$ cat src/design/lsc_pkg.sv
package lsc_pkg;

  localparam int COORD_WIDTH = 24;
  localparam int U_FRAC_BITS = 16;
  localparam int NUM_EDGES   = 4;
  localparam int ADDR_WIDTH  = 4;
  localparam int DATA_WIDTH  = 32;

  typedef enum logic [1:0] {
    REG_X_MIN = 2'd0,
    REG_X_MAX = 2'd1,
    REG_Y_MIN = 2'd2,
    REG_Y_MAX = 2'd3
  } reg_index_t;

  typedef struct packed {
    logic pzero;
    logic pneg;
    logic rneg;
  } edge_flags_t;

  typedef edge_flags_t [NUM_EDGES-1:0] edge_set_t;

endpackage

$ cat src/design/lsc_div.sv
module lsc_div #(
  parameter int AW = lsc_pkg::COORD_WIDTH,
  parameter int UF = lsc_pkg::U_FRAC_BITS
) (
  input  logic          clk,
  input  logic          rst,
  input  logic          in_valid,
  input  logic [AW-1:0] aq,
  input  logic [AW-1:0] ap,
  output logic          out_valid,
  output logic [UF:0]   ratio
);

  localparam int NB = UF + 2;
  localparam logic [NB-1:0] CAP = NB'((1 << UF) + 1);

  logic [AW-1:0] rem [NB];
  logic [AW-1:0] den [NB];
  logic [NB-1:0] quo [NB];
  logic [NB-1:0] sat;
  logic [NB-1:0] vld;

  logic ge0;
  logic sat0;
  assign ge0  = aq >= ap;
  assign sat0 = {1'b0, aq} >= {ap, 1'b0};

  always_ff @(posedge clk) begin
    if (rst) begin
      vld[0] <= 1'b0;
    end else begin
      vld[0] <= in_valid;
    end
    rem[0] <= ge0 ? aq - ap : aq;
    den[0] <= ap;
    quo[0] <= NB'(ge0);
    sat[0] <= sat0;
  end

  for (genvar k = 1; k < NB; k++) begin : g_step
    logic [AW:0] t;
    logic [AW:0] diff;
    logic        ge;
    assign t    = {rem[k-1], 1'b0};
    assign diff = t - {1'b0, den[k-1]};
    assign ge   = t >= {1'b0, den[k-1]};

    always_ff @(posedge clk) begin
      if (rst) begin
        vld[k] <= 1'b0;
      end else begin
        vld[k] <= vld[k-1];
      end
      rem[k] <= ge ? diff[AW-1:0] : t[AW-1:0];
      den[k] <= den[k-1];
      quo[k] <= {quo[k-1][NB-2:0], ge};
      sat[k] <= sat[k-1];
    end
  end

  logic [NB:0]   qp1;
  logic [NB-1:0] half;
  logic [UF:0]   ratio_next;
  assign qp1        = {1'b0, quo[NB-1]} + (NB+1)'(1);
  assign half       = qp1[NB:1];
  assign ratio_next = (sat[NB-1] || half > CAP) ? CAP[UF:0] : half[UF:0];

  always_ff @(posedge clk) begin
    if (rst) begin
      out_valid <= 1'b0;
    end else begin
      out_valid <= vld[NB-1];
    end
    ratio <= ratio_next;
  end

`ifndef NO_ASSERTIONS
  a_ratio_capped: assert property (@(posedge clk) disable iff (rst)
    out_valid |-> ({1'b0, ratio} <= CAP))
    else $error("ratio above saturation cap");

  a_first_rem: assert property (@(posedge clk) disable iff (rst)
    vld[0] && !sat[0] |-> rem[0] < den[0])
    else $error("first partial remainder not reduced");
`endif

endmodule

$ cat config.mk
export PLATFORM = sky130hd
export DESIGN_NAME = lsc_div
export DESIGN_NICKNAME = d
export VERILOG_FILES = /design/src/design/lsc_pkg.sv /design/src/design/lsc_div.sv
export SDC_FILE = /design/constraint.sdc
export NUM_CORES = 2
export LEC_CHECK = 0
export BUFFER_PORTS_ARGS = -buffer_cell sky130_fd_sc_hd__buf_2
export CAP_MARGIN = 10
export CORE_ASPECT_RATIO = 2
export CORE_UTILIZATION = 61
export CTS_CLUSTER_SIZE = 16
export DETAILED_ROUTE_END_ITERATION = 8
export PLACE_DENSITY = 0.78
export SYNTH_ARGS = -nofsm -noshare
export SYNTH_HDL_FRONTEND = slang
export SYNTH_SLANG_ARGS = --single-unit
$ cat constraint.sdc
create_clock -name clk -period 3.9 [get_ports clk]
set_input_delay 0 -clock clk [delete_from_list [all_inputs] [get_ports clk]]
set_output_delay 0 -clock clk [all_outputs]
set_load 0.05 [all_outputs]
==> flow_summary_export.csv <==
group,metric,value,unit
outcome,status,"finished clean",
placed_design,hpwlAfterDp,92700,µm
critical_path,cp_common_cell,"dlygate4sd3_1",
sta,setup_viol,0,
synthesis,synth.cell_area,47500,µm²
critical_path,critPathRequiredTime,4.47,ns
detailed_routing,num_vias,35800,
synthesis,synthCells,4951,
cells_and_area,finalCoreUtilization,0.692,
hold_path,worstHoldStart,"ap[6]",
critical_path,end_kind,"flop",
cts,cts_tree,"built",
critical_path,cp_slowest_cell,"dlygate4sd3_1",
detailed_routing,drt-initial-drc-count,1143,
cts,clockRootBuffer,"clkbuf_16",
detailed_routing,routed_wl,118000,µm
power,p_leak,24.8,nW
die,core-area,76900,µm²
placed_design,io_buffer_count,68,
cells_and_area,syn2layout_area_growth,12.2,%
cts,cts_resized,0,
synthesis,syn_nets,5474,
die,start_util,0.617,
grt,grt_antenna_before_repair,3,
synthesis,synthAdderAreaFrac,0.127,
sta,fin_setup_tns,0,ns
synthesis,yosys_warnings,0,
cells_and_area,drive_gt1_frac,0.106,
die,fp.dieH,396,µm
critical_path,crit_family,"buffers and inverters",
sta,worstMarginPinSlew,0.846,ns
sta,clock.fmax,267,MHz
critical_path,cp_slowest_stage_delay,0.57,ns
cts,cts_setup_buffers,0,
synthesis,synth_area_per_cell,9.58,µm²
die,rows,144,
critical_path,rr_startpoint,"den[15][5]",
cts,clk_pin_slew_worst_paths,0.07,ns
detailed_routing,via_per_inst,5.71,
critical_path,startpoint_type,"input pin",
detailed_routing,ant_nets,0,
critical_path,arrival,4.31,ns
synthesis,synth_compound_area_frac,0.160,
grt,gr-total-overflow,0,
sta,finClkSkew,0.0211,ns
cts,h-tree-depth,3,
synthesis,synth_top_family_by_area,"compound AO/OA/AOI/OAI gates",
synthesis,async_flop_share,0,
die,ios,69,
synthesis,ys_ff_latch,1041,
cts,cts_made_buffers,88,
synthesis,synth_top_area_share,0.439,
cts,cts.sinks,1041,
cts,cts_hold_buf,75,
cts,clk_latency,0.69,ns
critical_path,crit_type,"input pin to flop",
power,p_per_area,949,nW/µm²
synthesis,synthMuxAreaShare,0.0537,
cts,clockBufferDepth,3,
critical_path,path_cells,"dlygate4sd3_1, buf_2, inv_1, ha_1, fa_1, nor2b_1, o31a_1, or3_1, a31oi_1, a21o_1, a221oi_1, o211ai_1, a21oi_2, buf_12, mux2_2, dlygate4sd3_1",
detailed_routing,drc,0,
detailed_routing,drt-wirelength-per-cell,18.7,µm
critical_path,cp_max_fo,25,
synthesis,ys_seq_area_frac,0.439,
sta,fin_crit_sh,0.961,
synthesis,synth.top_cells.by_area,"dfxtp_1 (44%), ha_1 (12%), inv_1 (4.5%)",
sta,slew_headroom,0.433,
critical_path,cp_num_buf_inv,5,
critical_path,crit_path_start,"aq[0]",
power,ir_worst_vdd,424,µV
sta,slew_violations,0,
detailed_routing,first_pass_iters,5,
sta,layout_min_cycle_time,3.75,ns
synthesis,synth_top_flop_cell,"dfxtp_1",
grt,first_global_vias,38200,
synthesis,synthXorXnorAreaFrac,0.0591,
hold_path,worstHoldPathType,"input pin to flop",
run,drv_cap,0,
synthesis,synth_top_area_cell,"dfxtp_1",
grt,grt.total_usage,0.299,
die,fp.dieW,199,µm
synthesis,synth-simple-area-share,0.108,
sta,rsz0062_at_grt,"false",
sta,hold_violations,0,
cells_and_area,nNetsFinal,5716,
placed_design,gp_congestion,0.978,
synthesis,synth.distinct_cells,88,
die,dieArea,79000,µm²
grt,grt_pass1_wl,182000,µm
grt,grt_max_degree,47,
synthesis,synth_edf_count,0,
[cell usage after synthesis (all sizes together), types with 11 or more instances]
library cell,n
nor4,20
buf,35
o21ai,215
o22ai,17
and4,11
nor2b,88
and2,25
a21oi,417
or2,28
a31o,12
and3,29
xnor2,218
ha,455
o31a,20
clkbuf,39
nand2b,44
fa,17
a31oi,43
o31ai,32
nor3,60
o211ai,19
nor2,346
xor2,102
nand3,79
a21boi,19
inv,571
nand2,225
nand4,63
a211o,14
mux2i,14
or3,20
o21a,68
a211oi,42
o21bai,36
dfxtp,1041
mux2,208
a21o,146
[layer usage]
metal | vias to the layer above | global-route usage | share of wire
met3 | 593 | 0.0433 | 0.026
met4 | 0 | 0.351 | 0.13
met2 | 837 | 0.623 | 0.58
met1 | 16800 | 0.184 | 0.26
met5 | - | 0 | 0
li1 | 17600 | - | -
[state kept, by name (all words and copies together) (netlist names)]
signal,flops
rem,408
vld,18
out_valid,1
den,408
quo,171
ratio,17
sat,18
[cell usage in the layout, fill, tap and decap left out, drive strengths merged, types with 12 or more instances in the layout]
master,netlist,final
or3,20,20
fa,17,17
o31a,20,20
dlygate4sd3,0,75
inv,571,574
a211o,14,14
a21oi,417,417
o211ai,19,19
dfxtp,1041,1041
and3,29,29
o21a,68,68
nand4,63,63
a21boi,19,19
nand2b,44,44
a31oi,43,43
xor2,102,102
or2,28,28
clkbuf,39,122
mux2,208,208
nor3,60,60
nor4,20,20
mux2i,14,14
ha,455,455
and2,25,25
a31o,12,12
o31ai,32,32
clkinv,0,19
nand3,79,79
o22ai,17,17
nor2b,88,88
a21o,146,146
o21bai,36,36
xnor2,218,218
nand2,225,225
a211oi,42,42
o21ai,215,215
buf,35,151
nor2,346,346
[final cells by class]
class,instances,area [µm²]
Clock buffer,122,2470
Antenna cell,3,7.51
Clock inverter,33,490
Tap cell,1022,1280
Sequential cell,1041,20800
Inverter,571,2140
Timing Repair Buffer,226,1890
Multi-Input combinational cell,3265,24100
Fill cell,5934,23700
[power by group]
| part | total, mW | leakage (nW) | switching [mW] | internal [mW] |
|---|---|---|---|---|
| sequential | 15.9 | 8.77 | 1.72 | 14.2 |
| clock | 9.02 | 1.44 | 4.01 | 5.01 |
| combinational | 25.7 | 14.6 | 14.0 | 11.7 |
| total | 50.5 | 24.8 | 19.7 | 30.9 |
[logic make-up after synthesis]
| kind of cell | after synthesis |
|---|---|
| DFF | 1041 |
| and+or+nand+nor | 1062 |
| xor gates and xnor gates | 320 |
| AOI/OAI and AO/OA | 1189 |
| adders and majority gates | 472 |
| buffers and inverters | 645 |
| muxes | 222 |
[per-stage QoR]
step                total power, mW  setup slack [ns]  instances  cell area, µm²  hold slack [ns]
floorplan                      34.5             0.961       4951           47500           0.0277
global placement               40.5             0.370       6050           49500            0.118
detailed placement             41.2             0.355       6050           49500            0.117
CTS                            50.5             0.294       6280           53200          0.00453
global route                   53.8           0.00262       6283           53200           0.0212
finish                         50.5             0.151       6283           53200           0.0511
[worst paths after layout]
path	end	slack, ns	cells after the start
hold reg to reg	quo[17][5]	0.32	0
setup / recovery	rem[0][8]	0.15	16
setup reg to reg	rem[16][4]	0.27	12
hold / removal	den[0][6]	0.05	2
[worst register-to-register path, cell delays in order, from the launching register on]
cell and delay, ns:
dfxtp_1 0.32, inv_1 0.04, ha_1 0.39, nand3_1 0.15, nor2_1 0.50, a21boi_0 0.46
o21bai_1 0.28, a211oi_2 0.40, o31ai_2 0.11, nand2b_1 0.11, o32a_2 0.16, buf_12 0.20
mux2_2 0.39
Note: power is estimated with default switching activity, not from simulation.
