File: config.mk
export PLATFORM = sky130hd
export DESIGN_NAME = lsc_interp
export DESIGN_NICKNAME = d
export VERILOG_FILES = /design/src/design/lsc_pkg.sv /design/src/design/lsc_interp.sv
export SDC_FILE = /design/constraint.sdc
export NUM_CORES = 2
export LEC_CHECK = 0
export ABC_CLOCK_PERIOD_IN_PS = 16850
export BUFFER_PORTS_ARGS = -buffer_cell sky130_fd_sc_hd__buf_4
export CORE_MARGIN = 2
export CORE_UTILIZATION = 25
export CTS_BUF_LIST = sky130_fd_sc_hd__clkbuf_16
export DETAILED_ROUTE_END_ITERATION = 10
export PLACE_DENSITY_LB_ADDON = 0.08
export SETUP_SLACK_MARGIN = 0.1
export SKIP_LAST_GASP = 1
export SLEW_MARGIN = 40
export SYNTH_ARGS = -nofsm -noshare
export SYNTH_HDL_FRONTEND = slang
export SYNTH_SLANG_ARGS = --single-unit
File: constraint.sdc
create_clock -name clk -period 16.85 [get_ports clk]
set_clock_uncertainty 0.05 [all_clocks]
set_input_delay 1.685 -clock clk [delete_from_list [all_inputs] [get_ports clk]]
set_output_delay 1.685 -clock clk [all_outputs]
set_load 0.1 [all_outputs]
File: src/design/lsc_pkg.sv
package lsc_pkg;

  localparam int COORD_WIDTH = 24;
  localparam int U_FRAC_BITS = 16;
  localparam int NUM_EDGES   = 4;
  localparam int ADDR_WIDTH  = 4;
  localparam int DATA_WIDTH  = 32;

  typedef enum logic [1:0] {
    REG_X_MIN = 2'd0,
    REG_X_MAX = 2'd1,
    REG_Y_MIN = 2'd2,
    REG_Y_MAX = 2'd3
  } reg_index_t;

  typedef struct packed {
    logic pzero;
    logic pneg;
    logic rneg;
  } edge_flags_t;

  typedef edge_flags_t [NUM_EDGES-1:0] edge_set_t;

endpackage

File: src/design/lsc_interp.sv
module lsc_interp #(
  parameter int W  = lsc_pkg::COORD_WIDTH,
  parameter int UF = lsc_pkg::U_FRAC_BITS
) (
  input  logic                clk,
  input  logic                rst,
  input  logic                in_valid,
  input  logic [UF:0]         ratio [lsc_pkg::NUM_EDGES],
  input  lsc_pkg::edge_set_t  flags,
  input  logic                pre_reject,
  input  logic signed [W-1:0] x1,
  input  logic signed [W-1:0] y1,
  input  logic signed [W:0]   dx,
  input  logic signed [W:0]   dy,
  output logic                out_valid,
  output logic                visible,
  output logic signed [W-1:0] out_x1,
  output logic signed [W-1:0] out_y1,
  output logic signed [W-1:0] out_x2,
  output logic signed [W-1:0] out_y2
);

  localparam int MW = W + UF + 1;
  localparam logic signed [UF+1:0] ONE = (UF+2)'(1 << UF);

  logic signed [UF+1:0] u1, u2;
  logic                 ok;

  always_comb begin
    logic signed [UF+1:0] rs;
    u1 = '0;
    u2 = ONE;
    for (int e = 0; e < lsc_pkg::NUM_EDGES; e++) begin
      rs = flags[e].rneg ? -$signed({1'b0, ratio[e]}) : $signed({1'b0, ratio[e]});
      if (!flags[e].pzero) begin
        if (flags[e].pneg) begin
          if (rs > u1) begin
            u1 = rs;
          end
        end else if (rs < u2) begin
          u2 = rs;
        end
      end
    end
    ok = !pre_reject && !(u1 > u2);
  end

  logic                c_valid, c_ok;
  logic [UF:0]         c_u1, c_u2;
  logic signed [W-1:0] c_x1, c_y1;
  logic signed [W:0]   c_dx, c_dy;

  always_ff @(posedge clk) begin
    if (rst) begin
      c_valid <= 1'b0;
    end else begin
      c_valid <= in_valid;
    end
    c_ok <= ok;
    c_u1 <= u1[UF:0];
    c_u2 <= u2[UF:0];
    c_x1 <= x1;
    c_y1 <= y1;
    c_dx <= dx;
    c_dy <= dy;
  end

  logic signed [W:0] ndx, ndy;
  logic [W-1:0]      adx, ady;
  assign ndx = -c_dx;
  assign ndy = -c_dy;
  assign adx = c_dx[W] ? ndx[W-1:0] : c_dx[W-1:0];
  assign ady = c_dy[W] ? ndy[W-1:0] : c_dy[W-1:0];

  logic                d_valid, d_ok;
  logic [MW-1:0]       d_mx1, d_my1, d_mx2, d_my2;
  logic signed [W-1:0] d_x1, d_y1;
  logic signed [W:0]   d_dx, d_dy;

  always_ff @(posedge clk) begin
    if (rst) begin
      d_valid <= 1'b0;
    end else begin
      d_valid <= c_valid;
    end
    d_ok  <= c_ok;
    d_mx1 <= MW'(adx) * MW'(c_u1);
    d_my1 <= MW'(ady) * MW'(c_u1);
    d_mx2 <= MW'(adx) * MW'(c_u2);
    d_my2 <= MW'(ady) * MW'(c_u2);
    d_x1  <= c_x1;
    d_y1  <= c_y1;
    d_dx  <= c_dx;
    d_dy  <= c_dy;
  end

  function automatic logic [W-1:0] lerp_fn(logic signed [W-1:0] a, logic neg,
                                           logic [MW-1:0] m);
    logic [MW:0]         s;
    logic [W+1:0]        r;
    logic signed [W+1:0] ae;
    logic signed [W+1:0] res;
    s   = {1'b0, m} + ((MW+1)'(1) << (UF - 1));
    r   = s[MW:UF];
    ae  = (W+2)'(a);
    res = neg ? ae - $signed(r) : ae + $signed(r);
    return res[W-1:0];
  endfunction

  logic [W:0] x2_full, y2_full;
  assign x2_full = (W+1)'(d_x1) + d_dx;
  assign y2_full = (W+1)'(d_y1) + d_dy;

  always_ff @(posedge clk) begin
    if (rst) begin
      out_valid <= 1'b0;
    end else begin
      out_valid <= d_valid;
    end
    visible <= d_ok;
    if (d_ok) begin
      out_x1 <= lerp_fn(d_x1, d_dx[W], d_mx1);
      out_y1 <= lerp_fn(d_y1, d_dy[W], d_my1);
      out_x2 <= lerp_fn(d_x1, d_dx[W], d_mx2);
      out_y2 <= lerp_fn(d_y1, d_dy[W], d_my2);
    end else begin
      out_x1 <= d_x1;
      out_y1 <= d_y1;
      out_x2 <= x2_full[W-1:0];
      out_y2 <= y2_full[W-1:0];
    end
  end

`ifndef NO_ASSERTIONS
  a_u_order: assert property (@(posedge clk) disable iff (rst)
    c_valid && c_ok |-> c_u1 <= c_u2)
    else $error("entry parameter beyond exit parameter on accepted segment");

  a_u_range: assert property (@(posedge clk) disable iff (rst)
    c_valid && c_ok |-> c_u2 <= ONE[UF:0])
    else $error("exit parameter above one");
`endif

endmodule

==> results.sh <==
export IMPL_cts_hold_buffers=0
export IMPL_hp_class="reg2reg"
export IMPL_area_growth_pct=11.63
export IMPL_tns_ps=0
export IMPL_grt_pass1_vias=60930
export IMPL_ctsHtreeMaxLevel=2
export IMPL_grt_overflow=0
export IMPL_status="finished, final reports clean"
export IMPL_setup_violations=0
export IMPL_ff2ff_path_depth=30
export IMPL_syn_cell_area_sq_mm=0.07427
export IMPL_cp_start_kind="input pin"
export IMPL_syn_avg_cell_area_sq_um=8.735
export IMPL_slew_viol_final=0
export IMPL_dieWidth_um=549.1
export IMPL_place_hpwl_um=194000
export IMPL_via_count=56220
export IMPL_cpMostUsedCell="o21a_1"
export IMPL_nets=10700
export IMPL_rsz0062_at_grt="false"
export IMPL_whs_path_depth=0
export IMPL_hold_end="d_y1[19]"
export IMPL_r2r_start="c_dy[3]"
export IMPL_critPathArrivalTime_ps=13550
export IMPL_fin_crit_ps=12980
export IMPL_path_class="in2reg"
export IMPL_min_period_over_period=0.7700
export IMPL_grt_max_degree=83
export IMPL_drt_iter0_markers=2763
export IMPL_grt_usage=0.1710
export IMPL_hold_start="c_y1[19]"
export IMPL_post_cts_buffers=0
export IMPL_grt_pass1_wl_um=390600
export IMPL_yosysMostFrequentCell="inv_1"
export IMPL_fp_dieH_um=549.1
export IMPL_via_per_inst=4.489
export IMPL_clk_path_buf_depth=3
export IMPL_synth_commonest_cells="1508 x inv_1, 1378 x nand2_1, 1308 x fa_1"
export IMPL_hold_viol_final=0
export IMPL_post_route_drc_count=0
export IMPL_tightest_slew_ps=886.6
export IMPL_cts_tree="built"
export IMPL_coreArea_sq_mm=0.2963
export IMPL_firstDrtPassIters=5
export IMPL_required_ps=17430
export IMPL_ant_nets=0
export IMPL_fmax_mhz=77.07
export IMPL_numCtsBuffers=53
export IMPL_crit_path_max_fanout=21
export IMPL_clock_sinks=432
export IMPL_slew_headroom=0.4090
export IMPL_clk_pin_slew_worst_paths_ps=60
export IMPL_antenna_found_initial=10
export IMPL_ys_ff_latch=432
export IMPL_synth_area_leaders="fa_1 35%, dfxtp_1 12%, ha_1 11%"
export IMPL_synth_seq_area_share=0.1164
export IMPL_r2r_end="d_my1[39]"
export IMPL_synth_flop_cell="dfxtp_1"
export IMPL_end_kind="register"
export IMPL_synth_fp_nets=10660
export IMPL_gp_congestion=0.8164
export IMPL_io_pins=280
export IMPL_rrSetupSlack_ps=6890
export IMPL_wl_per_cell_um=20.46
export IMPL_yosysTopAreaCell="fa_1"
export IMPL_root_buffer="clkbuf_16"
export IMPL_layout_drive_gt1_share=0.07820
export IMPL_yosysUniqueCellTypes=91
export IMPL_maxCapViolCount=0
export IMPL_postSynthCellCount=8503
export IMPL_wl_um=256200
export IMPL_numPortBuffers=279
export IMPL_synth_edf_count=0
export IMPL_async_reset_ff_frac=0
export IMPL_clk_latency_ps=720
export IMPL_cts_resized_gates=0
export IMPL_slowest_stage="or4_4"
export IMPL_rows=200
export IMPL_yosys_warnings=0
export IMPL_critPathMaxStageDelay_ps=550
export IMPL_initial_utilization=0.2507
export IMPL_die_area_sq_mm=0.3015
export IMPL_yosys_area_top_type_share=0.3526
==> metal layers <==
metal	global-route usage	part of all wire	wire length [um]
met1	0.2523	0.50	128700
met2	0.2725	0.45	114100
met3	0.01747	0.039	10030
met4	0.02621	0.013	3372
met5	0	0.000098	25
==> sequential cells by signal, indices dropped and copies added, names as in the netlist <==
name / cells
c_dx: 25
c_dy: 25
d_dx: 25
d_dy: 25
d_mx1: 25
d_mx2: 25
d_my1: 25
d_my2: 25
c_x1: 24
c_y1: 24
d_x1: 24
d_y1: 24
out_x1: 24
out_x2: 24
out_y1: 24
out_y2: 24
c_u1: 17
c_u2: 17
c_ok: 1
c_valid: 1
d_ok: 1
d_valid: 1
out_valid: 1
visible: 1
==> through the flow <==
step	util	setup slack, ps	cells	area [sq um]	hold slack (ps)
floorplan	-	4483	8503	74270	259.6
global placement	0.2734	2905	12420	80990	262.0
detailed placement	0.2737	3066	12420	81100	262.1
CTS	0.2796	3820	12520	82850	277.2
global route	0.2798	2867	12520	82900	280.9
finish	0.2798	3875	12520	82910	272.4
==> layout by cell type, fill, tap and decap left out, types with 27 or more instances in the layout <==
cell and instances:
nand2_1 1378, xnor2_2 42, xnor2_1 314, nor2_1 303
ha_1 667, a21o_1 80, clkbuf_16 54, dfxtp_2 31
nand4_1 69, mux2_2 61, buf_4 386, a21oi_1 242
nand3_1 83, nand2b_1 43, inv_1 1518, nor3_1 104
a31oi_1 27, o31ai_1 40, o21ai_0 147, or3_1 44
nor2b_1 46, mux2i_1 71, dfxtp_1 395, xor2_1 155
o21a_1 55, fa_1 1308, and2_1 506, and3_1 43
==> layout make-up <==
cell class / count / area (sq um)
antenna: 4 / 10.01
clock buffer: 54 / 1351
clock inverter: 44 / 399.1
fill: 31880 / 213400
inverter: 1508 / 5660
multi-input combinational: 6151 / 58840
sequential: 432 / 8710
tap: 3939 / 4928
timing repair buffer: 392 / 3008
==> cells by family after synthesis <==
logic type | synth area share
XOR/XNOR | 0.06061
multiplexers | 0.01915
flip-flops | 0.1164
other | 0.00005049
AO/OA/AOI/OAI | 0.06769
AND/OR/NAND/NOR | 0.1739
adder cells (fa/ha/maj) | 0.4649
buffers and inverters | 0.09724
==> critical path, delay by kind of cell <==
family	cells	cell delay, ps
compound gates	31	5360
simple gates	13	3160
fa+ha+maj	4	1230
buf+inv	5	980
mux	3	870
xor+xnor	1	210
==> worst max path at each step <==
stage	start	to	slack (ps)	cells after the start
6_report	ratio[54]	c_ok	3870	57
5_1_grt	ratio[54]	c_ok	2870	57
4_1_cts	ratio[54]	c_ok	3820	57
3_5_place_dp	ratio[54]	c_ok	3070	57
3_3_place_gp	ratio[54]	c_ok	2910	57
2_1_floorplan	ratio[54]	c_ok	4480	57
Power is not shown: default switching activity piles up to over one toggle a cycle in this logic, so the estimate is an artifact.
