[config.mk]
export PLATFORM = sky130hd
export DESIGN_NAME = lsc_front
export DESIGN_NICKNAME = d
export VERILOG_FILES = /design/src/design/lsc_pkg.sv /design/src/design/lsc_front.sv
export SDC_FILE = /design/constraint.sdc
export NUM_CORES = 1
export LEC_CHECK = 0
export ABC_AREA = 1
export BUFFER_PORTS_ARGS = -buffer_cell sky130_fd_sc_hd__clkbuf_2
export CAP_MARGIN = 20
export CORE_UTILIZATION = 60
export DETAILED_ROUTE_END_ITERATION = 12
export GPL_TIMING_DRIVEN = 0
export PLACE_DENSITY = 0.86
export SLEW_MARGIN = 20
export SYNTH_ARGS = -nofsm -noshare
export SYNTH_HDL_FRONTEND = slang
export SYNTH_SLANG_ARGS = --single-unit
[constraint.sdc]
create_clock -name clk -period 2.5 [get_ports clk]
set_input_delay 0.25 -clock clk [delete_from_list [all_inputs] [get_ports clk]]
set_output_delay 0.25 -clock clk [all_outputs]
set_load 0.01 [all_outputs]
[src/design/lsc_pkg.sv]
package lsc_pkg;

  localparam int COORD_WIDTH = 24;
  localparam int U_FRAC_BITS = 16;
  localparam int NUM_EDGES   = 4;
  localparam int ADDR_WIDTH  = 4;
  localparam int DATA_WIDTH  = 32;

  typedef enum logic [1:0] {
    REG_X_MIN = 2'd0,
    REG_X_MAX = 2'd1,
    REG_Y_MIN = 2'd2,
    REG_Y_MAX = 2'd3
  } reg_index_t;

  typedef struct packed {
    logic pzero;
    logic pneg;
    logic rneg;
  } edge_flags_t;

  typedef edge_flags_t [NUM_EDGES-1:0] edge_set_t;

endpackage

[src/design/lsc_front.sv]
module lsc_front #(
  parameter int W = lsc_pkg::COORD_WIDTH
) (
  input  logic                       clk,
  input  logic                       rst,
  input  logic                       in_valid,
  input  logic signed [W-1:0]        x1,
  input  logic signed [W-1:0]        y1,
  input  logic signed [W-1:0]        x2,
  input  logic signed [W-1:0]        y2,
  input  logic signed [W-1:0]        x_min,
  input  logic signed [W-1:0]        x_max,
  input  logic signed [W-1:0]        y_min,
  input  logic signed [W-1:0]        y_max,
  output logic                       out_valid,
  output logic signed [W-1:0]        out_x1,
  output logic signed [W-1:0]        out_y1,
  output logic signed [W:0]          out_dx,
  output logic signed [W:0]          out_dy,
  output logic [W-1:0]               aq [lsc_pkg::NUM_EDGES],
  output logic [W-1:0]               ap [lsc_pkg::NUM_EDGES],
  output lsc_pkg::edge_set_t         flags,
  output logic                       pre_reject
);

  logic              a_valid;
  logic signed [W-1:0] a_x1, a_y1;
  logic signed [W:0] a_dx, a_dy;
  logic signed [W:0] a_q [lsc_pkg::NUM_EDGES];

  always_ff @(posedge clk) begin
    if (rst) begin
      a_valid <= 1'b0;
    end else begin
      a_valid <= in_valid;
    end
    a_x1   <= x1;
    a_y1   <= y1;
    a_dx   <= (W+1)'(x2) - (W+1)'(x1);
    a_dy   <= (W+1)'(y2) - (W+1)'(y1);
    a_q[0] <= (W+1)'(x1) - (W+1)'(x_min);
    a_q[1] <= (W+1)'(x_max) - (W+1)'(x1);
    a_q[2] <= (W+1)'(y1) - (W+1)'(y_min);
    a_q[3] <= (W+1)'(y_max) - (W+1)'(y1);
  end

  logic [W-1:0]       b_aq [lsc_pkg::NUM_EDGES];
  logic [W-1:0]       b_ap [lsc_pkg::NUM_EDGES];
  lsc_pkg::edge_set_t b_flags;
  logic               b_reject;

  always_comb begin
    logic signed [W:0] d;
    logic signed [W:0] nq;
    logic signed [W:0] nd;
    logic dneg;
    logic dzero;
    logic qneg;
    logic pneg;
    b_reject = 1'b0;
    for (int e = 0; e < lsc_pkg::NUM_EDGES; e++) begin
      d     = (e < 2) ? a_dx : a_dy;
      dneg  = d[W];
      dzero = (d == '0);
      qneg  = a_q[e][W];
      pneg  = ((e % 2) == 0) ? (!dneg && !dzero) : dneg;
      nq    = -a_q[e];
      nd    = -d;
      b_aq[e] = qneg ? nq[W-1:0] : a_q[e][W-1:0];
      b_ap[e] = dneg ? nd[W-1:0] : d[W-1:0];
      b_flags[e].pzero = dzero;
      b_flags[e].pneg  = pneg;
      b_flags[e].rneg  = qneg != pneg;
      if (dzero && qneg) begin
        b_reject = 1'b1;
      end
    end
  end

  always_ff @(posedge clk) begin
    if (rst) begin
      out_valid <= 1'b0;
    end else begin
      out_valid <= a_valid;
    end
    out_x1     <= a_x1;
    out_y1     <= a_y1;
    out_dx     <= a_dx;
    out_dy     <= a_dy;
    aq         <= b_aq;
    ap         <= b_ap;
    flags      <= b_flags;
    pre_reject <= b_reject;
  end

endmodule

==> results of run 1 <==
layout by cell type, fill, tap and decap left out, types with 8 or more instances in the layout:
cell,n
sky130_fd_sc_hd__clkbuf_2,498
sky130_fd_sc_hd__nand2_2,30
sky130_fd_sc_hd__o31ai_1,9
sky130_fd_sc_hd__a21oi_1,90
sky130_fd_sc_hd__buf_4,54
sky130_fd_sc_hd__clkbuf_16,45
sky130_fd_sc_hd__xor2_1,151
sky130_fd_sc_hd__xnor2_1,26
sky130_fd_sc_hd__dfxtp_1,449
sky130_fd_sc_hd__clkinv_2,8
sky130_fd_sc_hd__inv_1,755
sky130_fd_sc_hd__o21ai_0,41
sky130_fd_sc_hd__o211ai_1,8
sky130_fd_sc_hd__nand3_1,186
sky130_fd_sc_hd__nor2_2,37
sky130_fd_sc_hd__nand4_1,49
sky130_fd_sc_hd__nand2_1,1258
sky130_fd_sc_hd__nor2_4,9
sky130_fd_sc_hd__dlygate4sd3_1,55
sky130_fd_sc_hd__nand3b_1,22
sky130_fd_sc_hd__buf_2,12
sky130_fd_sc_hd__ha_1,150
sky130_fd_sc_hd__nor2_1,276
sky130_fd_sc_hd__nor3_1,21
sky130_fd_sc_hd__clkbuf_1,14
sky130_fd_sc_hd__nand3_2,8
what timing repair did:
item / CTS / global route
endpoints found under the setup margin: 0 / 0
endpoints found under the hold margin: 55 / 0
hold buffers: 55 / 0
registers in the layout, summed over array words and instances, names as in the netlist:
name        cells
aq             96
out_y1         24
out_valid       1
out_x1         24
out_dy         23
a_valid         1
a_dy           25
pre_reject      1
flags          10
out_dx         23
a_q           100
a_dx           25
a_x1           24
ap             48
a_y1           24
final cells by class:
class	count	area [um^2]
plain buffers	70	480
diodes	6	15.0
inverters	760	2850
well taps	532	666
fillers	3321	10900
repair buffers	553	3040
multi-input cells	2406	12400
clock buffers	60	1230
clock inverters	21	191
flip-flops and latches	449	8990
power by group:
part	switching (mW)	internal, mW
Clock	2.95	3.63
Sequential	1.02	8.81
Combinational	4.63	2.98
path summary, 6_finish.rpt:
kind	start	endpoint
setup / recovery	x1[1]	a_q[0][16]
hold reg to reg	a_x1[7]	out_x1[7]
hold / removal	y_min[1]	a_q[2][1]
setup reg to reg	a_dy[0]	flags[6]
layer usage:
metal / wire length, um / share of wire / vias to the layer above / global-route usage
met5: 85 / 0.0011 / - / 0
met4: 3490 / 0.045 / 12 / 0.160
met1: 32700 / 0.42 / 10700 / 0.470
met3: 6490 / 0.084 / 213 / 0.0675
li1: - / - / 12200 / -
met2: 34600 / 0.45 / 1104 / 0.585
cell families (layout without fill, tap and decap cells):
group	count (synthesis)	count (layout)	share of synthesized area
AOI/OAI and AO/OA	160	160	0.0350
adders and majority gates	156	156	0.0807
DFF	449	449	0.363
xor gates and xnor gates	177	177	0.0627
other	0	6	0
buffers and inverters	830	1464	0.135
and+or+nand+nor	1913	1913	0.324
worst max-delay path, delay by kind of cell:
kind	cells	cell delay [ns]
buf+inv	4	1.16
simple gates	6	0.58
fa+ha+maj	1	0.51
xor+xnor	1	0.18
synth_stat cells:
library cell,n
sky130_fd_sc_hd__o21ai_0,41
sky130_fd_sc_hd__clkbuf_1,4
sky130_fd_sc_hd__xor2_1,151
sky130_fd_sc_hd__xnor2_1,26
sky130_fd_sc_hd__nand3_4,1
sky130_fd_sc_hd__nand3_1,186
sky130_fd_sc_hd__nand3_2,8
sky130_fd_sc_hd__o211ai_1,8
sky130_fd_sc_hd__o21ai_2,2
sky130_fd_sc_hd__or2_1,3
sky130_fd_sc_hd__nand2_2,30
sky130_fd_sc_hd__nor2_4,9
sky130_fd_sc_hd__a31oi_1,2
sky130_fd_sc_hd__dfxtp_1,449
sky130_fd_sc_hd__nand4_1,49
sky130_fd_sc_hd__nor2_1,276
sky130_fd_sc_hd__nor3_1,21
sky130_fd_sc_hd__nand3b_4,1
sky130_fd_sc_hd__and2_1,4
sky130_fd_sc_hd__nand3b_1,22
sky130_fd_sc_hd__buf_2,12
sky130_fd_sc_hd__fa_1,6
sky130_fd_sc_hd__nor2_2,37
sky130_fd_sc_hd__buf_4,54
sky130_fd_sc_hd__clkinv_1,1
sky130_fd_sc_hd__ha_1,150
sky130_fd_sc_hd__inv_2,4
sky130_fd_sc_hd__nand2_1,1258
sky130_fd_sc_hd__o31ai_1,9
sky130_fd_sc_hd__o21ai_4,1
sky130_fd_sc_hd__nor3_2,1
sky130_fd_sc_hd__nor3b_1,1
sky130_fd_sc_hd__o21ai_1,7
sky130_fd_sc_hd__a21oi_1,90
sky130_fd_sc_hd__inv_1,755
sky130_fd_sc_hd__or2_2,6
stage by stage:
step / worst slack, ns / utilization / hold WS [ns] / total power [mW] / instances
global route: 0.223 / 0.733 / 0.0344 / 25.3 / 4855
finish: 0.325 / 0.734 / 0.0502 / 24.0 / 4857
floorplan: 0.921 / - / 0.278 / 14.3 / 3685
CTS: 0.367 / 0.733 / 0.0241 / 23.9 / 4851
global placement: 0.358 / 0.685 / 0.310 / 17.2 / 4715
detailed placement: 0.368 / 0.685 / 0.312 / 17.3 / 4715
==> results list, run 1 <==
* Type of element capturing the critical path: flop
* Overall overflow remaining after global route: 0
- Row count: 74
- Total vias in the final route: about 24,000
* Layout cells sized above 1: 0.170
- Number of buffers inserted by port buffering: 498
- H-Tree Level Count: 2
- After detailed routing, the average wire length per cell comes to roughly 16 um.
* Cell-by-cell listing of the critical path: dlygate4sd3_1 -> clkbuf_2 -> inv_1 -> fa_1 -> inv_1 -> nand3_1 -> nand2_1 -> nand2_1 -> nand2_2 -> nand2_1 -> nand2_1 -> xor2_1
- For this design the static power due to leakage is 17.3 nW.
- The cell area that synthesis handed to floorplanning was between 0.02 and 0.025 mm^2.
- STA classifies the critical path startpoint as an input pin.
* Number of max-cap violations: 0
- RSZ-0062 raised after global routing: no
* Number of nets produced by synthesis: 4,036
- HPWL after detailed placement: 61.6 mm
- Measured against its own limit, the worst slew margin works out to 0.512.
- The Yosys step of the flow raised 0 warnings.
* Result of the run: completed
* Post-detailed-route via-to-cell ratio: ~5.0
* Arrival time at the worst endpoint: ~2.7 ns
- Post-place instance area: 0.0279 mm^2
- Setup violations remaining at the end of the flow were counted as 0.
- Number of cell instances on the worst register-to-register path: 9
- Clock Path Buffers: 3
- Number of nets at the end of the flow: between 4,000 and 5,000
- The congestion estimate from routability-driven global placement came to ~1.0.
- # Post-CTS Setup Buffers: 0
* Mapped Avg Cell Area: 6.71 um^2
- Number of detailed-routing iterations run before antenna repair: 6
- Fmax: 460 MHz
* Worst-path clk slew: around 0.060 ns
- Crit path time final: about 2.2 ns
* Area leader, netlist: sky130_fd_sc_hd__dfxtp_1
- Worst endpoint required time: ~3.0 ns
- Worst-case clock skew: around 0.017 ns
* Min-Delay Path Class: in -> reg
- Dividing the final minimum period by the clock period gives 0.870.
- Floorplan Core Area: between 0.04 and 0.05 mm^2
- Initial antenna violation count: 13
* Final Max Slew Viols: 0
- In this run, CTS created clock tree buffers numbering 45.
- Cell count of the worst hold path: 3
- Across the VDD grid, the largest voltage drop is 0.717 mV.
- After clock tree synthesis, the repair step resized 0 gates.
- Starting utilization of the core area: 0.607
* Top cell type's share of synthesized area: 0.363
* Actual transition at the worst max-transition pin: roughly 0.73 ns
- Total Die Area: around 0.042 mm^2
- IO Count: roughly 500
- For flop-to-flop paths, the worst setup slack is roughly 0.85 ns.
- The share of the Yosys chip area taken by registers is 0.363.
- The slowest stage of the critical path belongs to the cell sky130_fd_sc_hd__dlygate4sd3_1.
- Count of endpoints failing hold in the final timing report: 0
- The via count of the first global-routing pass was 22,500.
* Total power density per cell area: roughly 800 mW/mm^2
- Worst-path maximum fanout: 5
- Global-route usage over all layers: 0.362
- Setup TNS Final: 0 ns
* Largest net degree at the start of global routing: 16
- After the first detailed-routing iteration, the DRC count stood at about 1,800.
* CP dominant cell by count: sky130_fd_sc_hd__nand2_1
* Clock tree from TritonCTS: done
- Wires add up to around 77 mm.
* Main area contributors after synthesis: sky130_fd_sc_hd__dfxtp_1 36%, sky130_fd_sc_hd__nand2_1 19%, sky130_fd_sc_hd__inv_1 11%, sky130_fd_sc_hd__ha_1 7.6%, sky130_fd_sc_hd__xor2_1 5.3%
- Counting every sink on the clock net gives 449.
* Layout overhead on the synthesized area: 20.8%
* Final design area excluding fillers: between 0.02 and 0.03 mm^2
* Library cells used by synthesis: 36
- Synthesized netlist cell count: 3,685
- In this run the remaining antenna-violating nets after routing total 0.
* First-pass GRT wire length: around 120 mm
- In the routed design, unresolved DRC markers number 0.
* Clock latency of the later-clocked register in the worst-skew pair: 0.59 ns
* Post-synthesis register bit count: about 450
- Biggest cell delay along the critical path: 0.53 ns
- CTS Root Cell: sky130_fd_sc_hd__clkbuf_16
- The die is just over 200 um tall.
- The die is a little over 200 um wide.
- Setup CP Type: in -> reg
Power figures use the tool's default switching activity.
==> run 2, diff against run 1 <==
--- a/config.mk
+++ b/config.mk
@@ -6,7 +6,7 @@
 export NUM_CORES = 1
 export LEC_CHECK = 0
 export ABC_AREA = 1
-export BUFFER_PORTS_ARGS = -buffer_cell sky130_fd_sc_hd__clkbuf_2
+export BUFFER_PORTS_ARGS = -buffer_cell sky130_fd_sc_hd__buf_2
 export CAP_MARGIN = 20
 export CORE_UTILIZATION = 60
 export DETAILED_ROUTE_END_ITERATION = 12
==> run 2 against run 1 <==
Sequential share of layout area decreased by 0.25 points; register-to-register slack is essentially flat; global-route usage fell by 0.65 points; sequential power is 0.6% lower; critical endpoint unchanged; core utilization is 0.61 points higher; count of clock-buffer cells in the layout down 9; die area did not move.
==> results list, run 2 (synthesized netlist as in run 1, its figures left out) <==
* RSZ-0062 raised after global routing: no
* DR WL/cell: roughly 16 um
- At the end of routability-driven placement, the weighted congestion stood at around 1.0.
- In this run the standard cell core region covers approximately 0.041 mm^2.
* CTS Buf Count: 46
- Across every metal layer, demand over resource in global routing totals 0.356.
* Setup CP Type: in -> reg
* Startpoint class of the critical path: input pin
* Worst-path clk slew: ~0.060 ns
* Post-cts resize count: 0
- Row count: between 70 and 80
- Max-cap violations in this run came to 0.
- Worst r2r src: a_dy[1]
- Register with the highest flop count: a_q
* Reg-to-reg slack, setup: around 0.85 ns
- For this configuration, the core starts out at a cell density of 0.607.
- Counting every sink on the clock net gives 449.
- Type of element capturing the critical path: flop
- The first detailed-routing pass ran for 8 iterations.
- Total Die Area: around 0.042 mm^2
* Setup TNS Final: 0 ns
- For this block, the initial DRC count from the detailed router was ~1,900.
- Standby leakage power: approximately 17 nW
- TritonCTS built the clock tree.
- Total DRC errors in the routed layout: 0
* Worst endpoint required time: 3.00 ns
- Post-detailed-route via-to-cell ratio: approximately 5.0
* Total vias in the final route: roughly 25,000
* Overall overflow remaining after global route: 0
* Power after layout: between 20 and 25 mW
- VDD sags by at most around 1.2 mV.
* IO Count: 499
- HPWL after detailed placement: between 60 and 70 mm
- The flow ran to the end, and the final reports show no timing, DRC or antenna violations.
- Fill count: 3,255
- Prior to clock tree synthesis, the placed netlist has a worst setup slack of between 0.3 and 0.4 ns.
* Clock Path Buffers: 3
* Count of nets left with antenna violations after detail routing: 0
- Arrival time at the worst endpoint: 2.66 ns
- Relative to the synthesized area, the layout overhead comes to 21.8%.
* Chip height: 205 um
* Startpoint of the worst setup timing path: x1[1]
- The library cell used most frequently in the layout, excluding fill and tap cells, is sky130_fd_sc_hd__nand2_1.
- Measured in cells, the most critical reg-to-reg path has a length of 9.
- Termination of the worst setup path: a_q[0][16]
- Worst-path maximum fanout: 5
- H-Tree Level Count: 2
- Total wirelength of the detailed-routed design: ~76 mm
- After layout, the worst setup slack is 0.340 ns.
- Crit path time final: about 2.2 ns
- In this run the power density over the cells is about 800 mW/mm^2.
- Fmax: about 460 MHz
* Endpoints failing setup: 0
- For this run, the post-layout net count is 4,637.
* Final Max Slew Viols: 0
- The largest registers in the layout are a_q (100), aq (96), ap (48).
- Measured along the x axis, the die boundary spans 205 um.
- For the pin with the worst max-slew slack, the measured transition is between 0.7 and 0.8 ns.
- # Post-CTS Setup Buffers: 0
- Ratio of final minimum period to clock period: 0.864
- Commonest cells after routing, fill and taps aside: 1,258 x sky130_fd_sc_hd__nand2_1, 755 x sky130_fd_sc_hd__inv_1, 510 x sky130_fd_sc_hd__buf_2, 449 x sky130_fd_sc_hd__dfxtp_1, 276 x sky130_fd_sc_hd__nor2_1
- Final hold analysis gives a worst-case slack of 0.0309 ns.
- Core Util, Final: 0.740
- In this run the critical register-to-register path is captured at flags[6].
- First-pass GRT wire length: about 120 mm
* Count of endpoints failing hold in the final timing report: 0
- Of the cells placed in the final design, the portion with a size suffix greater than 1 is 0.173.
- The register with the most flip-flops in the layout has 100 of them.
- Worst-case clock skew: 0.0228 ns
- Entering global routing, the biggest net connects 17 pins.
- The worst pin sits at a relative slew slack of 0.500.
* Min-Delay Path Class: in -> reg
* Number of global-route vias before repair: 22,500
* Number of buffers inserted by port buffering: around 500
* CTS Root Cell: sky130_fd_sc_hd__clkbuf_16
* Clock latency of the later-clocked register in the worst-skew pair: 0.60 ns
- Initial antenna violation count: 20
-- run 2: cell types whose count changed in the layout (fill, tap and decap cells not counted), sizes merged --
| cell | delta |
|---|---|
| diode | +9 |
| bufinv | +6 |
| clkbuf | -507 |
| clkinvlp | +6 |
| buf | +498 |
-- run 2: where the power goes --
part	total [mW]	switching [mW]	internal [mW]
sequential	9.77	0.968	8.81
combinational	7.60	4.60	3.00
clock	7.40	3.08	4.32
total	24.8	8.65	16.1
-- run 2: worst min-delay path by stage --
stage | slack [ns] | from | end | depth (start not counted)
after global placement | 0.31 | a_x1[4] | out_x1[4] | 0
after global routing | 0.04 | x_max[0] | a_q[1][0] | 4
after detailed placement | 0.31 | a_x1[0] | out_x1[0] | 0
after CTS | 0.009 | y_min[1] | a_q[2][1] | 3
after floorplan | 0.28 | x1[0] | a_x1[0] | 0
final | 0.03 | y_min[1] | a_q[2][1] | 3
-- run 2: routing by layer --
layer	vias up	global-route usage	share of wire
li1	12300	-	-
met1	10900	0.456	0.42
met2	1117	0.560	0.43
met3	243	0.0745	0.092
met4	14	0.192	0.056
met5	-	0	0.0013
-- run 2: final cells by class --
cell class / instances / area [um^2] / area share
inverter: 760 / 2850 / 0.0947
tap: 532 / 666 / 0.0221
sequential: 449 / 8990 / 0.298
timing repair buffer: 553 / 3040 / 0.101
antenna: 15 / 37.5 / 0.00125
multi-input combinational: 2406 / 12400 / 0.412
clock buffer: 51 / 1220 / 0.0405
buffer: 70 / 480 / 0.0159
clock inverter: 33 / 430 / 0.0143
-- run 2: what timing repair did --
action	4_1_cts	5_1_grt
setup endpoints to repair	0	0
endpoints found under the hold margin	55	0
hold buffers	55	0
-- run 2: per-stage QoR --
| stage | cell area (um^2) | cells |
|---|---|---|
| finish | 30100 | 4869 |
| global route | 30100 | 4863 |
| CTS | 30100 | 4854 |
| detailed placement | 27900 | 4715 |
| global placement | 27900 | 4715 |
| floorplan | 24700 | 3685 |
-- run 2: worst max-delay path, stage by stage --
cell and delay, ns:
sky130_fd_sc_hd__dlygate4sd3_1 0.53, sky130_fd_sc_hd__buf_2 0.27, sky130_fd_sc_hd__inv_1 0.25, sky130_fd_sc_hd__fa_1 0.52, sky130_fd_sc_hd__inv_1 0.11, sky130_fd_sc_hd__nand3_1 0.08, sky130_fd_sc_hd__nand2_1 0.14, sky130_fd_sc_hd__nand2_1 0.08
sky130_fd_sc_hd__nand2_2 0.11, sky130_fd_sc_hd__nand2_1 0.06, sky130_fd_sc_hd__nand2_1 0.06, sky130_fd_sc_hd__xor2_1 0.21
